[config.mk]
export PLATFORM = sky130hd
export DESIGN_NAME = length_prefixed_packet_deframer
export DESIGN_NICKNAME = d
export VERILOG_FILES = /design/src/rtl/core/lppd_pkg.sv /design/src/rtl/core/lppd_front.sv /design/src/rtl/core/lppd_fifo.sv /design/src/rtl/core/lppd_back.sv /design/src/rtl/core/length_prefixed_packet_deframer.sv
export VERILOG_INCLUDE_DIRS = /design/src /design/src/rtl/core
export SDC_FILE = /design/constraint.sdc
export NUM_CORES = 1
export LEC_CHECK = 0
export ABC_AREA = 1
export BUFFER_PORTS_ARGS = -buffer_cell sky130_fd_sc_hd__clkbuf_2
export CAP_MARGIN = 15
export CORE_MARGIN = 2
export CORE_UTILIZATION = 60
export DETAILED_ROUTE_END_ITERATION = 12
export PLACE_DENSITY = 0.89
export SLEW_MARGIN = 20
export SYNTH_ARGS = -nofsm -noshare
export SYNTH_HDL_FRONTEND = slang
export SYNTH_SLANG_ARGS = --single-unit
[constraint.sdc]
create_clock -name clk -period 8.8 [get_ports clk]
set_input_delay 0.88 -clock clk [delete_from_list [all_inputs] [get_ports clk]]
set_output_delay 0.88 -clock clk [all_outputs]
set_load 0.05 [all_outputs]
[src/rtl/core/length_prefixed_packet_deframer_macros.svh]
// Assertion macros shared by the deframer RTL.
// No dependencies; each assertion file includes this header.
`ifndef LENGTH_PREFIXED_PACKET_DEFRAMER_MACROS_SVH
`define LENGTH_PREFIXED_PACKET_DEFRAMER_MACROS_SVH

// Same-cycle implication, disabled while reset is asserted.
`define LPPD_ASSERT_IMP(label, clk, rst_n, ante, cons, msg) \
	label: assert property (@(posedge clk) disable iff (!rst_n) (ante) |-> (cons)) \
		else $error(msg);

// Next-cycle implication, disabled while reset is asserted.
`define LPPD_ASSERT_NXT(label, clk, rst_n, ante, cons, msg) \
	label: assert property (@(posedge clk) disable iff (!rst_n) (ante) |=> (cons)) \
		else $error(msg);

`endif

[src/rtl/core/lppd_pkg.sv]
// Shared types and constants for the length-prefixed packet deframer.
// No dependencies.
package lppd_pkg;

	localparam int HEADER_BYTES = 6;
	localparam int LEN_BYTES    = 4;
	localparam int TYPE_LO_POS  = LEN_BYTES;
	localparam int TYPE_HI_POS  = LEN_BYTES + 1;
	localparam int HDR_CNT_W    = $clog2(HEADER_BYTES);

	localparam int CFG_IDX_W  = 1;
	localparam int CFG_DATA_W = 64;

	localparam logic [CFG_IDX_W-1:0] CFG_MAX_LEN   = 1'd0;
	localparam logic [CFG_IDX_W-1:0] CFG_TYPE_MASK = 1'd1;

	localparam logic [15:0] MAX_LEN_RST   = 16'd4096;
	localparam logic [63:0] TYPE_MASK_RST = 64'd0;

	localparam int FIFO_DEPTH = 2;
	localparam int FIFO_PTR_W = $clog2(FIFO_DEPTH);
	localparam int FIFO_CNT_W = $clog2(FIFO_DEPTH + 1);

	typedef logic [HDR_CNT_W-1:0] hdr_cnt_t;

	typedef enum logic [1:0] {
		KIND_DATA  = 2'd0,
		KIND_EMPTY = 2'd1,
		KIND_ERROR = 2'd2
	} kind_t;

	// Classified result on its way from front to back.
	typedef struct packed {
		kind_t       kind;
		logic [15:0] pkt_type;
		logic [7:0]  data;
		logic [15:0] total_len;
		logic        last;
	} evt_t;

	typedef struct packed {
		logic full;
		logic empty;
	} q_stat_t;

endpackage

[src/rtl/core/lppd_front.sv]
// Front end: header parse, length check, type lookup and payload counting.
// Depends on lppd_pkg and the shared assertion macros.
`include "length_prefixed_packet_deframer_macros.svh"

module lppd_front (
	input  logic                               clk,
	input  logic                               arst_n,
	input  logic                               in_valid,
	output logic                               in_ready,
	input  logic                               req_type,
	input  logic [7:0]                         rx_byte,
	input  logic                               cfg_we,
	input  logic [lppd_pkg::CFG_IDX_W-1:0]     cfg_index,
	input  logic [lppd_pkg::CFG_DATA_W-1:0]    cfg_wdata,
	input  lppd_pkg::q_stat_t                  q_stat,
	output logic                               q_push,
	output lppd_pkg::evt_t                     q_evt
);

	typedef enum logic [1:0] {
		PH_HEADER,
		PH_PAYLOAD,
		PH_DROP
	} phase_t;

	phase_t             phase_q, phase_nx;
	lppd_pkg::hdr_cnt_t hdr_cnt_q, hdr_cnt_nx;
	logic [31:0]        len_q, len_nx, len_hd;
	logic [15:0]        type_q, type_nx, type_hd;
	logic [15:0]        remain_q, remain_nx;
	logic               known_q, known_nx, known_hd;
	logic [15:0]        max_len_q;
	logic [63:0]        type_mask_q;
	logic               fire;
	logic               hdr_done;
	logic               len_bad;
	logic [15:0]        plen_hd;
	logic               fin;

	assign in_ready = !q_stat.full;
	assign fire     = in_valid && in_ready;

	// Configuration registers
	always_ff @(posedge clk or negedge arst_n) begin
		if (!arst_n) begin
			max_len_q   <= lppd_pkg::MAX_LEN_RST;
			type_mask_q <= lppd_pkg::TYPE_MASK_RST;
		end else if (cfg_we) begin
			case (cfg_index)
				lppd_pkg::CFG_MAX_LEN:   max_len_q   <= cfg_wdata[15:0];
				lppd_pkg::CFG_TYPE_MASK: type_mask_q <= cfg_wdata;
				default: ;
			endcase
		end
	end

	// Header byte capture and completion checks
	always_comb begin
		len_hd  = len_q;
		type_hd = type_q;
		for (int i = 0; i < lppd_pkg::LEN_BYTES; i++) begin
			if (hdr_cnt_q == lppd_pkg::hdr_cnt_t'(i))
				len_hd[8*i +: 8] = rx_byte;
		end
		if (hdr_cnt_q == lppd_pkg::hdr_cnt_t'(lppd_pkg::TYPE_LO_POS))
			type_hd[7:0] = rx_byte;
		if (hdr_cnt_q == lppd_pkg::hdr_cnt_t'(lppd_pkg::TYPE_HI_POS))
			type_hd[15:8] = rx_byte;
		hdr_done = (hdr_cnt_q == lppd_pkg::hdr_cnt_t'(lppd_pkg::HEADER_BYTES - 1));
		len_bad  = (len_hd < 32'(lppd_pkg::HEADER_BYTES)) || (len_hd > {16'd0, max_len_q});
		plen_hd  = len_hd[15:0] - 16'(lppd_pkg::HEADER_BYTES);
		known_hd = (type_hd[15:6] == 10'd0) && type_mask_q[type_hd[5:0]];
	end

	assign fin = (remain_q <= 16'd1);

	always_comb begin
		phase_nx   = phase_q;
		hdr_cnt_nx = hdr_cnt_q;
		len_nx     = len_q;
		type_nx    = type_q;
		remain_nx  = remain_q;
		known_nx   = known_q;
		q_push     = 1'b0;
		q_evt      = '{kind: lppd_pkg::KIND_DATA, pkt_type: type_q, data: rx_byte,
			total_len: len_q[15:0], last: fin};
		if (fire) begin
			if (req_type) begin
				phase_nx   = PH_HEADER;
				hdr_cnt_nx = '0;
				len_nx     = '0;
				type_nx    = '0;
				remain_nx  = '0;
				known_nx   = 1'b0;
			end else begin
				case (phase_q)
					PH_DROP: ;
					PH_PAYLOAD: begin
						q_push = known_q;
						if (fin) begin
							phase_nx   = PH_HEADER;
							hdr_cnt_nx = '0;
							len_nx     = '0;
							type_nx    = '0;
							remain_nx  = '0;
							known_nx   = 1'b0;
						end else begin
							remain_nx = remain_q - 16'd1;
						end
					end
					default: begin
						// header phase; an unused code behaves the same
						len_nx  = len_hd;
						type_nx = type_hd;
						if (!hdr_done) begin
							hdr_cnt_nx = hdr_cnt_q + 1'b1;
						end else begin
							hdr_cnt_nx = '0;
							if (len_bad) begin
								q_push   = 1'b1;
								q_evt    = '{kind: lppd_pkg::KIND_ERROR, pkt_type: type_hd,
									data: 8'd0, total_len: 16'd0, last: 1'b1};
								phase_nx = PH_DROP;
							end else if (plen_hd == 16'd0) begin
								q_push     = known_hd;
								q_evt      = '{kind: lppd_pkg::KIND_EMPTY, pkt_type: type_hd,
									data: 8'd0, total_len: 16'd0, last: 1'b1};
								phase_nx   = PH_HEADER;
								len_nx     = '0;
								type_nx    = '0;
								remain_nx  = '0;
								known_nx   = 1'b0;
							end else begin
								remain_nx = plen_hd;
								known_nx  = known_hd;
								phase_nx  = PH_PAYLOAD;
							end
						end
					end
				endcase
			end
		end
	end

	always_ff @(posedge clk or negedge arst_n) begin
		if (!arst_n) begin
			phase_q   <= PH_HEADER;
			hdr_cnt_q <= '0;
			len_q     <= '0;
			type_q    <= '0;
			remain_q  <= '0;
			known_q   <= 1'b0;
		end else begin
			phase_q   <= phase_nx;
			hdr_cnt_q <= hdr_cnt_nx;
			len_q     <= len_nx;
			type_q    <= type_nx;
			remain_q  <= remain_nx;
			known_q   <= known_nx;
		end
	end

	`LPPD_ASSERT_IMP(a_payload_left, clk, arst_n, phase_q == PH_PAYLOAD, remain_q != 16'd0, "payload phase with nothing left")
	`LPPD_ASSERT_IMP(a_push_room, clk, arst_n, q_push, !q_stat.full, "push into full queue")

endmodule

[src/rtl/core/lppd_fifo.sv]
// Short register queue between the deframer front and back ends.
// Depends on lppd_pkg and the shared assertion macros.
`include "length_prefixed_packet_deframer_macros.svh"

module lppd_fifo (
	input  logic              clk,
	input  logic              arst_n,
	input  logic              push,
	input  lppd_pkg::evt_t    push_evt,
	input  logic              pop,
	output lppd_pkg::evt_t    pop_evt,
	output lppd_pkg::q_stat_t stat
);

	lppd_pkg::evt_t                     ent_q [lppd_pkg::FIFO_DEPTH];
	logic [lppd_pkg::FIFO_PTR_W-1:0]    wr_ptr_q, rd_ptr_q;
	logic [lppd_pkg::FIFO_CNT_W-1:0]    cnt_q;

	function automatic logic [lppd_pkg::FIFO_PTR_W-1:0] ptr_inc(
		input logic [lppd_pkg::FIFO_PTR_W-1:0] p);
		return (p == lppd_pkg::FIFO_PTR_W'(lppd_pkg::FIFO_DEPTH - 1)) ? '0 : p + 1'b1;
	endfunction

	assign stat.full  = (cnt_q == lppd_pkg::FIFO_CNT_W'(lppd_pkg::FIFO_DEPTH));
	assign stat.empty = (cnt_q == '0);
	assign pop_evt    = ent_q[rd_ptr_q];

	always_ff @(posedge clk) begin
		if (push)
			ent_q[wr_ptr_q] <= push_evt;
	end

	always_ff @(posedge clk or negedge arst_n) begin
		if (!arst_n) begin
			wr_ptr_q <= '0;
			rd_ptr_q <= '0;
			cnt_q    <= '0;
		end else begin
			if (push)
				wr_ptr_q <= ptr_inc(wr_ptr_q);
			if (pop)
				rd_ptr_q <= ptr_inc(rd_ptr_q);
			if (push && !pop)
				cnt_q <= cnt_q + 1'b1;
			else if (pop && !push)
				cnt_q <= cnt_q - 1'b1;
		end
	end

	`LPPD_ASSERT_IMP(a_pop_nonempty, clk, arst_n, pop, !stat.empty, "pop from empty queue")
	`LPPD_ASSERT_NXT(a_cnt_up, clk, arst_n, push && !pop, cnt_q == $past(cnt_q) + 1'b1, "queue count lost a push")

endmodule

[src/rtl/core/lppd_back.sv]
// Back end: drains the queue into the output register and forms result fields.
// Depends on lppd_pkg.
module lppd_back (
	input  logic              clk,
	input  logic              arst_n,
	input  lppd_pkg::q_stat_t q_stat,
	input  lppd_pkg::evt_t    q_evt,
	output logic              q_pop,
	output logic              out_valid,
	input  logic              out_ready,
	output logic [1:0]        kind,
	output logic [15:0]       pkt_type,
	output logic [7:0]        data_byte,
	output logic [15:0]       body_len,
	output logic              last
);

	logic               out_valid_q;
	lppd_pkg::kind_t    kind_q;
	logic [15:0]        pkt_type_q;
	logic [7:0]         data_q;
	logic [15:0]        plen_q;
	logic               last_q;
	logic               is_data;

	assign q_pop   = !q_stat.empty && (!out_valid_q || out_ready);
	assign is_data = (q_evt.kind == lppd_pkg::KIND_DATA);

	always_ff @(posedge clk or negedge arst_n) begin
		if (!arst_n)
			out_valid_q <= 1'b0;
		else if (!out_valid_q || out_ready)
			out_valid_q <= !q_stat.empty;
	end

	always_ff @(posedge clk) begin
		if (q_pop) begin
			kind_q     <= q_evt.kind;
			pkt_type_q <= q_evt.pkt_type;
			data_q     <= is_data ? q_evt.data : 8'd0;
			plen_q     <= is_data ? q_evt.total_len - 16'(lppd_pkg::HEADER_BYTES) : 16'd0;
			last_q     <= q_evt.last;
		end
	end

	assign out_valid = out_valid_q;
	assign kind      = kind_q;
	assign pkt_type  = pkt_type_q;
	assign data_byte = data_q;
	assign body_len  = plen_q;
	assign last      = last_q;

endmodule

[src/rtl/core/length_prefixed_packet_deframer.sv]
// Top level of the length-prefixed packet deframer: front, queue and back.
// Depends on lppd_pkg, lppd_front, lppd_fifo and lppd_back.
//
//   channel  | handshake            | payload
//   ---------+----------------------+-------------------------------------------
//   in       | in_valid / in_ready  | req_type, rx_byte
//   out      | out_valid / out_ready| kind, pkt_type, data_byte, body_len, last
//   cfg      | cfg_we (no wait)     | cfg_index, cfg_wdata
//
// One item per cycle sustained while out_ready is high; a result is written to the queue
// when its item is accepted and then moves on to the output register.
// in_ready is the queue's not-full flag only, so it never depends on out_ready
// in the same cycle; a stalled output fills the two-entry queue, then in_ready drops.
// Reset (arst_n low) returns the parser to the header phase, empties the queue
// and loads the register defaults (max length 4096, no known types).
module length_prefixed_packet_deframer (
	input  logic                              clk,
	input  logic                              arst_n,
	// input items
	input  logic                              in_valid,
	output logic                              in_ready,
	input  logic                              req_type,
	input  logic [7:0]                        rx_byte,
	// result items
	output logic                              out_valid,
	input  logic                              out_ready,
	output logic [1:0]                        kind,
	output logic [15:0]                       pkt_type,
	output logic [7:0]                        data_byte,
	output logic [15:0]                       body_len,
	output logic                              last,
	// register writes
	input  logic                              cfg_we,
	input  logic [lppd_pkg::CFG_IDX_W-1:0]    cfg_index,
	input  logic [lppd_pkg::CFG_DATA_W-1:0]   cfg_wdata
);

	lppd_pkg::q_stat_t q_stat;
	lppd_pkg::evt_t    push_evt;
	lppd_pkg::evt_t    pop_evt;
	logic              q_push;
	logic              q_pop;

	// Front: parses the header, checks the length against the limit, looks the
	// type up in the mask and counts payload bytes; emits at most one event per item.
	lppd_front u_front (
		.clk       (clk),
		.arst_n    (arst_n),
		.in_valid  (in_valid),
		.in_ready  (in_ready),
		.req_type  (req_type),
		.rx_byte   (rx_byte),
		.cfg_we    (cfg_we),
		.cfg_index (cfg_index),
		.cfg_wdata (cfg_wdata),
		.q_stat    (q_stat),
		.q_push    (q_push),
		.q_evt     (push_evt)
	);

	// Queue decouples the parser from output back-pressure.
	lppd_fifo u_fifo (
		.clk      (clk),
		.arst_n   (arst_n),
		.push     (q_push),
		.push_evt (push_evt),
		.pop      (q_pop),
		.pop_evt  (pop_evt),
		.stat     (q_stat)
	);

	// Back: forms payload length and data fields and holds the result item.
	lppd_back u_back (
		.clk       (clk),
		.arst_n    (arst_n),
		.q_stat    (q_stat),
		.q_evt     (pop_evt),
		.q_pop     (q_pop),
		.out_valid (out_valid),
		.out_ready (out_ready),
		.kind      (kind),
		.pkt_type  (pkt_type),
		.data_byte (data_byte),
		.body_len  (body_len),
		.last      (last)
	);

endmodule
## Word level (Yosys, flattened, before mapping)

Memory sizes are Yosys's and may differ from the RTL's.
Index checks and enable logic that the tools add are counted.

- Memory bits (read-only): 0
- Latch bits: 0
- Bits of input ports: 79
- Memories: 1
- Memory bits (writable): 86
- Logic and storage cells: 128
- Output and inout bits: 45
- Bits in registers: 198

- Eq/ne operators: 11
- Order comparisons: 4
- Muxes and demuxes: 60
- $mul: 0
- Divide/modulo/power cells: 0
- Shift operators: 0
- $add $sub $neg: 8
- Bitwise gates (word level): 1
- Reduce and logical (&&, ||, !) cells: 26

Memories:

| name | depth | width | rd ports | clocked after memory_dff | write ports | RTL line | source |
|---|---|---|---|---|---|---|---|
| u_fifo.ent_q | 2 | 43 | 1 | 0 | 1 | lppd_fifo.sv:15 | `lppd_pkg::evt_t ent_q [lppd_pkg::FIFO_DEPTH];` |

Operator list:

| kind | number |
|---|---|
| 2-to-1 mux 43 bit | 5 |
| 2-to-1 mux 16 bit | 10 |
| 2-to-1 mux 32 bit | 5 |
| case mux 16 bit (2 select lines) | 2 |
| case mux 32 bit (2 select lines) | 1 |
| 2-to-1 mux 8 bit | 6 |
| 2-to-1 mux 42 bit | 1 |
| > comparator 32 x 16 -> 1 bit | 1 |
| less-than comparator 32 x 3 -> 1 bit (second input constant) | 1 |
| subtractor 16 x 3 -> 16 bit (second input constant) | 2 |
| <= comparator 16 x 1 -> 1 bit (second input constant) | 1 |
| logical NOT 16 bit | 1 |
| 2-to-1 mux 1 bit | 16 |
| subtractor 16 x 1 -> 16 bit (second input constant) | 1 |
| 2-to-1 mux 2 bit | 6 |
| logical NOT 10 bit | 1 |
| 2-to-1 mux 3 bit | 3 |
| AND reduction 4 bit | 2 |
| less-than comparator 6 x 7 -> 1 bit (second input constant) | 1 |
| binary-select mux 1 bit (select 6 bit) | 1 |
| == test 3 x 2 -> 1 bit (second input constant) | 2 |
| == test 3 bit (second input constant) | 2 |
| case mux 3 bit (2 select lines) | 1 |
| logical AND 1 bit | 5 |
| other kinds (23) | 33 |

## Depth between registers and ports, before layout

- Depth in word-level cells: 15
- Depth in mapped cells: 27
- Mapped depth without buffers: 25

## By module

A second synthesis with hierarchy kept.

- Cells, all modules: 1496
- Area total of the unflattened synthesis: 14407.6 um^2

By module, submodules not included:

| module | times used | area each (um^2) | seq. area each (um^2) | cells an instance |
|---|---|---|---|---|
| lppd_front | 1 | 9061.2 | 3754.9 | 1182 |
| lppd_fifo | 1 | 3510.9 | 2682.6 | 159 |
| lppd_back | 1 | 1835.5 | 1316.3 | 155 |

## Worst setup path before layout

OpenSTA, ideal clock, no wires.

- Kind: input-to-reg
- Start point: input rx_byte[5]
- End point: memory u_fifo.ent_q[1][0] (netlist name) (enable)
- Setup time: 0.443 ns
- Slack: 3.963 ns
- Arrival time: 4.393 ns
- Cell stages on the path: 19
- Required time: 8.357 ns
- Buffers on the path: 0
- Path through: inv_1 > nand3_1 > nand2_4 > inv_1 > ha_1 > nand2_1 > nor2_1 > nand2_1 > o211ai_1 > nand2_1 > o211ai_1 > nand2_1 > nand3_2 > inv_2 > nand2_4 > nand3_1 > nand2_1 > nand2_1 > nor2_1

- Longest elaborated chain between the ends: 12
- Elaborated cells between the ends (all ways): 23
- Classes of those cells: 1 x add/sub; 2 x order compare; 16 x mux; 4 x reduce/logical

RTL lines:

| element | RTL line | source |
|---|---|---|
| start: declaration | length_prefixed_packet_deframer.sv:23 | `input logic [7:0] rx_byte,` |
| parallel branches: the longest is 5 deep, another holds subtractor 16 x 3 -> 16 bit | -- |  |
| 2-to-1 mux 1 bit * | lppd_front.sv:119 | `if (len_bad) begin` |
| 2-to-1 mux 1 bit * | lppd_front.sv:115 | `if (!hdr_done) begin` |
| case mux 1 bit (2 select lines) * | lppd_front.sv:96 | `case (phase_q)` |
| 2-to-1 mux 1 bit * | lppd_front.sv:88 | `if (req_type) begin` |
| 2-to-1 mux 1 bit * | lppd_front.sv:87 | `if (fire) begin` |
| 2-to-1 mux 1 bit * | lppd_fifo.sv:29 | `if (push)` |
| 2-to-1 mux 1 bit (implied by the code) * | lppd_fifo.sv:30 | `ent_q[wr_ptr_q] <= push_evt;` |
| end: declaration | lppd_fifo.sv:15 |  |

Every way passes the cells marked *. The select of a mux whose other input is x is not followed.

## Worst setup path after layout

- Start point: register u_front.hdr_cnt_q[0]
- End point: memory u_fifo.ent_q[1][25] (netlist name) (enable)

- Longest elaborated chain between the ends: 13
- Elaborated cells between the ends (all ways): 29
- Classes of those cells: 1 x add/sub; 2 x order compare; 5 x eq/ne; 16 x mux; 5 x reduce/logical

RTL lines:

| element | RTL line | source |
|---|---|---|
| start: declaration | lppd_front.sv:27 | `lppd_pkg::hdr_cnt_t hdr_cnt_q, hdr_cnt_nx;` |
| start signal: assignment | lppd_front.sv:155 | `hdr_cnt_q <= hdr_cnt_nx;` |
| parallel branches: the longest is 7 deep, another holds subtractor 16 x 3 -> 16 bit | -- |  |
| 2-to-1 mux 1 bit * | lppd_front.sv:115 |  |
| case mux 1 bit (2 select lines) * | lppd_front.sv:96 |  |
| 2-to-1 mux 1 bit * | lppd_front.sv:88 |  |
| 2-to-1 mux 1 bit * | lppd_front.sv:87 |  |
| 2-to-1 mux 1 bit * | lppd_fifo.sv:29 |  |
| 2-to-1 mux 1 bit (implied by the code) * | lppd_fifo.sv:30 |  |

Marked as above.

==> qor.yml <==
drc: 0
path_clk_slew_ns: 0.07
fin_setup_tns_ns: 0
place.port_buffers: 123
clk_path_buf_depth: 3
fin_nets: 1764
avgSynthCellArea_um2: 9.08
hold_violations: 0
r2r_slack_ns: 4.57
grt.overflow.total: 0
grt_antenna_before_repair: 1
finalCritPeriodShare_pct: 48.1
ys_warn_count: 0
cts_setup_buffers: 0
cts-resized-gates: 0
hold_path_class: "in2async"
grt_pass1_wl_um: 53600
synth_edf_count: 129
path_common_cell: "nand3_1"
critical_path.max_fanout: 29
cts_root_buf: "clkbuf_16"
max_stage_delay_ns: 0.79
min_period_ns: 4.23
drt_iter0_markers: 1065
cts_tree: "yes"
grt_usage_pct: 26.9
numClockSinks: 284
grt_pass1_vias: 11000
ios: 124
drtAntennaViolNets: 0
drive_above_1_share_pct: 19.2
ys_ff_latch: 284
cts_buffers: 28
rr_startpoint: "u_front.hdr_cnt_q[0]"
slowest_stage: "nand2_1"
rsz0062_at_grt: "false"
synth_top_cell_by_area: "edfxtp_1"
cp.depth: 16
row_count: 56
setup_violations: 0
finalClockSkew_ns: 0.0196
startpoint: "u_front.hdr_cnt_q[0]"
yosys.cell_types.count: 49
combPwrFrac_pct: 45.2
seq_power_share_pct: 33.8
whs_ns: 0.352
drt-total-wl_um: 32600
path_cells: "nor2_4 > nand3_1 > nand2_1 > nand2_1 > nand3_1 > nand3_1 > nand3_1 > nand3_1 > nand3_1 > nand3_1 > nand2_1 > nand3_1 > nand2_1 > nand2_1 > nor2_4 > buf_12"
p_int_mw: 3.16
worst_slew_pin_slew_ns: 1.10
max_freq_mhz: 236
gp_congestion: 0.990
initial_core_util_pct: 60.9
core_area_mm2: 0.0233
final_max_slew_viol_count: 0
crit_family: "simple AND/OR/NAND/NOR gates"
relSlewSlack_pct: 26.5
power_density_mw_per_mm2: 357
dr.pass1.iters: 6
synthArstFlopShare_pct: 54.6
ir_worst_vdd_uv: 177
clock_latency_ns: 0.56
critPathLaunchType: "flip-flop"
dieHeight_um: 158
ys_seq_area_share_pct: 54.6
arrival_ns: 4.49
cp-endpoint: "u_fifo.ent_q[1][25]"
synthesis.nets: 1667
wire_per_inst_um: 16.3
htreeDepth: 1
crit_type: "reg2reg"
timing.rr.end: "u_fifo.ent_q[1][25]"
vias: 11200
grt_max_degree: 97
die_area_mm2: 0.0249
hold_buffers: 0
r2r_cells: 16
synth_ff_type: "dfrtp_1"
ys_top_cells_by_area: "edfxtp_1 (27%), dfrtp_1 (27%), nand2_1 (10%), inv_1 (4.8%), nand3_1 (4.1%)"
p_leak_nw: 7.37
hpwl_um: 22900
switching_share_pct: 44.4
critPathBufInv: 1
critical_path_required_ns: 9.06
power.share.clock_pct: 21.0
status: "finished, final reports clean"
synth.top_cell.area_share_pct: 27.3
drv_cap: 0
die_x_um: 158
area_growth_pct: 12.0
utilization_pct: 68.2
synth_area_mm2: 0.0142
p_sw_mw: 2.52
cp-end-kind: "flip-flop"
vias_per_cell: 5.61
postSynthCellCount: 1564
registers in the layout, indices dropped and copies added (netlist names):
name	count
u_front.max_len_q	16
u_fifo.rd_ptr_q	1
u_front.hdr_cnt_q	3
u_front.len_q	32
u_back.pkt_type	16
u_front.known_q	1
u_back.body_len	16
u_fifo.wr_ptr_q	1
u_back.out_valid	1
u_front.phase_q	2
u_front.type_q	16
u_front.remain_q	16
u_front.type_mask_q	64
u_fifo.ent_q	86
u_back.last	1
u_fifo.cnt_q	2
u_back.kind	2
u_back.data_byte	8
final cells by class:
cell class / count / area (um2)
sequential: 284 / 7750
clock inverter: 18 / 196
clock buffer: 34 / 733
inverter: 192 / 726
multi-input combinational: 1023 / 5390
fill: 1665 / 7430
antenna: 2 / 5.00
timing repair buffer: 132 / 702
tap: 319 / 399
layout by cell type, fill, tap and decap left out, types with 4 or more instances in the layout:
cell	count
inv_1	180
clkbuf_16	28
o22ai_1	23
edfxtp_1	129
nand2_2	22
clkinv_2	5
nand3_2	4
nor2_1	106
o21ai_1	6
nor3_1	7
clkbuf_1	5
clkinv_1	7
nand4_1	14
nand2_4	6
nand3_1	115
nor4_1	4
a22o_1	4
mux2i_1	5
xor2_1	13
ha_1	24
nor2_4	8
mux2_2	32
nand2_1	388
inv_2	8
a21oi_1	59
or2_2	12
buf_4	8
clkbuf_2	122
o21ai_0	101
dfrtp_1	154
o21ai_2	12
nor2_2	31
a22oi_2	5
how the worst min path moves through the flow:
stage	start	endpoint	slack, ns	cells past startpoint
after global placement	u_fifo.wr_ptr_q	u_fifo.wr_ptr_q	0.46	2
after floorplan	u_fifo.wr_ptr_q	u_fifo.wr_ptr_q	0.44	2
after detailed placement	u_front.type_q[4]	u_fifo.ent_q[1][29]	0.46	0
after global routing	arst_n	u_front.type_mask_q[25]	0.43	1
after CTS	arst_n	u_front.hdr_cnt_q[2]	0.40	1
final	arst_n	u_front.type_mask_q[25]	0.35	1
cell usage after synthesis (3+ instances only):
master    number
buf_1          8
a31oi_1        3
nand2_2       21
buf_4          6
a22o_1         4
o21ai_0      101
nor4_1         4
a21oi_1       60
ha_1          24
buf_6          8
o21ai_2       12
or2_2         12
nand4_1       14
buf_2          6
nand3_1      115
inv_2          8
nor3_1         7
o21ai_1        6
nor2_4         7
clkbuf_1      35
mux2_2        32
o22ai_1       23
mux2i_1        5
nand3_2        4
inv_1        180
a22oi_2        5
xor2_1        13
a211oi_1       3
dfrtp_1      154
nand2_4        6
edfxtp_1     129
nand2_1      389
nor2_2        30
nor2_1       108
routing by layer:
layer | global-route usage, % | part of all wire [%]
met3 | 3.15 | 6.8
met1 | 35.3 | 40
met4 | 11.0 | 3.8
met2 | 45.7 | 49
met5 | 0 | 0
power groups by stage:
stage	Combinational (mW)	Sequential [mW]	Clock, mW
finish	2.57	1.92	1.19
global route	2.81	1.95	1.25
CTS	2.53	1.92	1.20
detailed placement	2.51	1.94	0
global placement	2.45	1.93	0
floorplan	1.61	2.27	0
metrics by stage:
step	area, um2	setup slack [ns]	power (mW)	cells
floorplan	14200	3.96	3.88	1564
global placement	15000	4.37	4.38	1949
detailed placement	15000	4.59	4.45	1950
CTS	15900	4.70	5.65	2002
global route	15900	4.22	6.01	2003
finish	15900	4.57	5.68	2004
cell families after synthesis:
logic type,after synthesis,share of synthesized area [%]
AND/OR/NAND/NOR,721,22.6
flip-flops,284,54.6
buffers and inverters,257,7.62
AO/OA/AOI/OAI,225,9.06
multiplexers,37,2.89
adder cells (fa/ha/maj),24,2.11
XOR/XNOR,16,1.09
(Power assumes the default switching activity.)
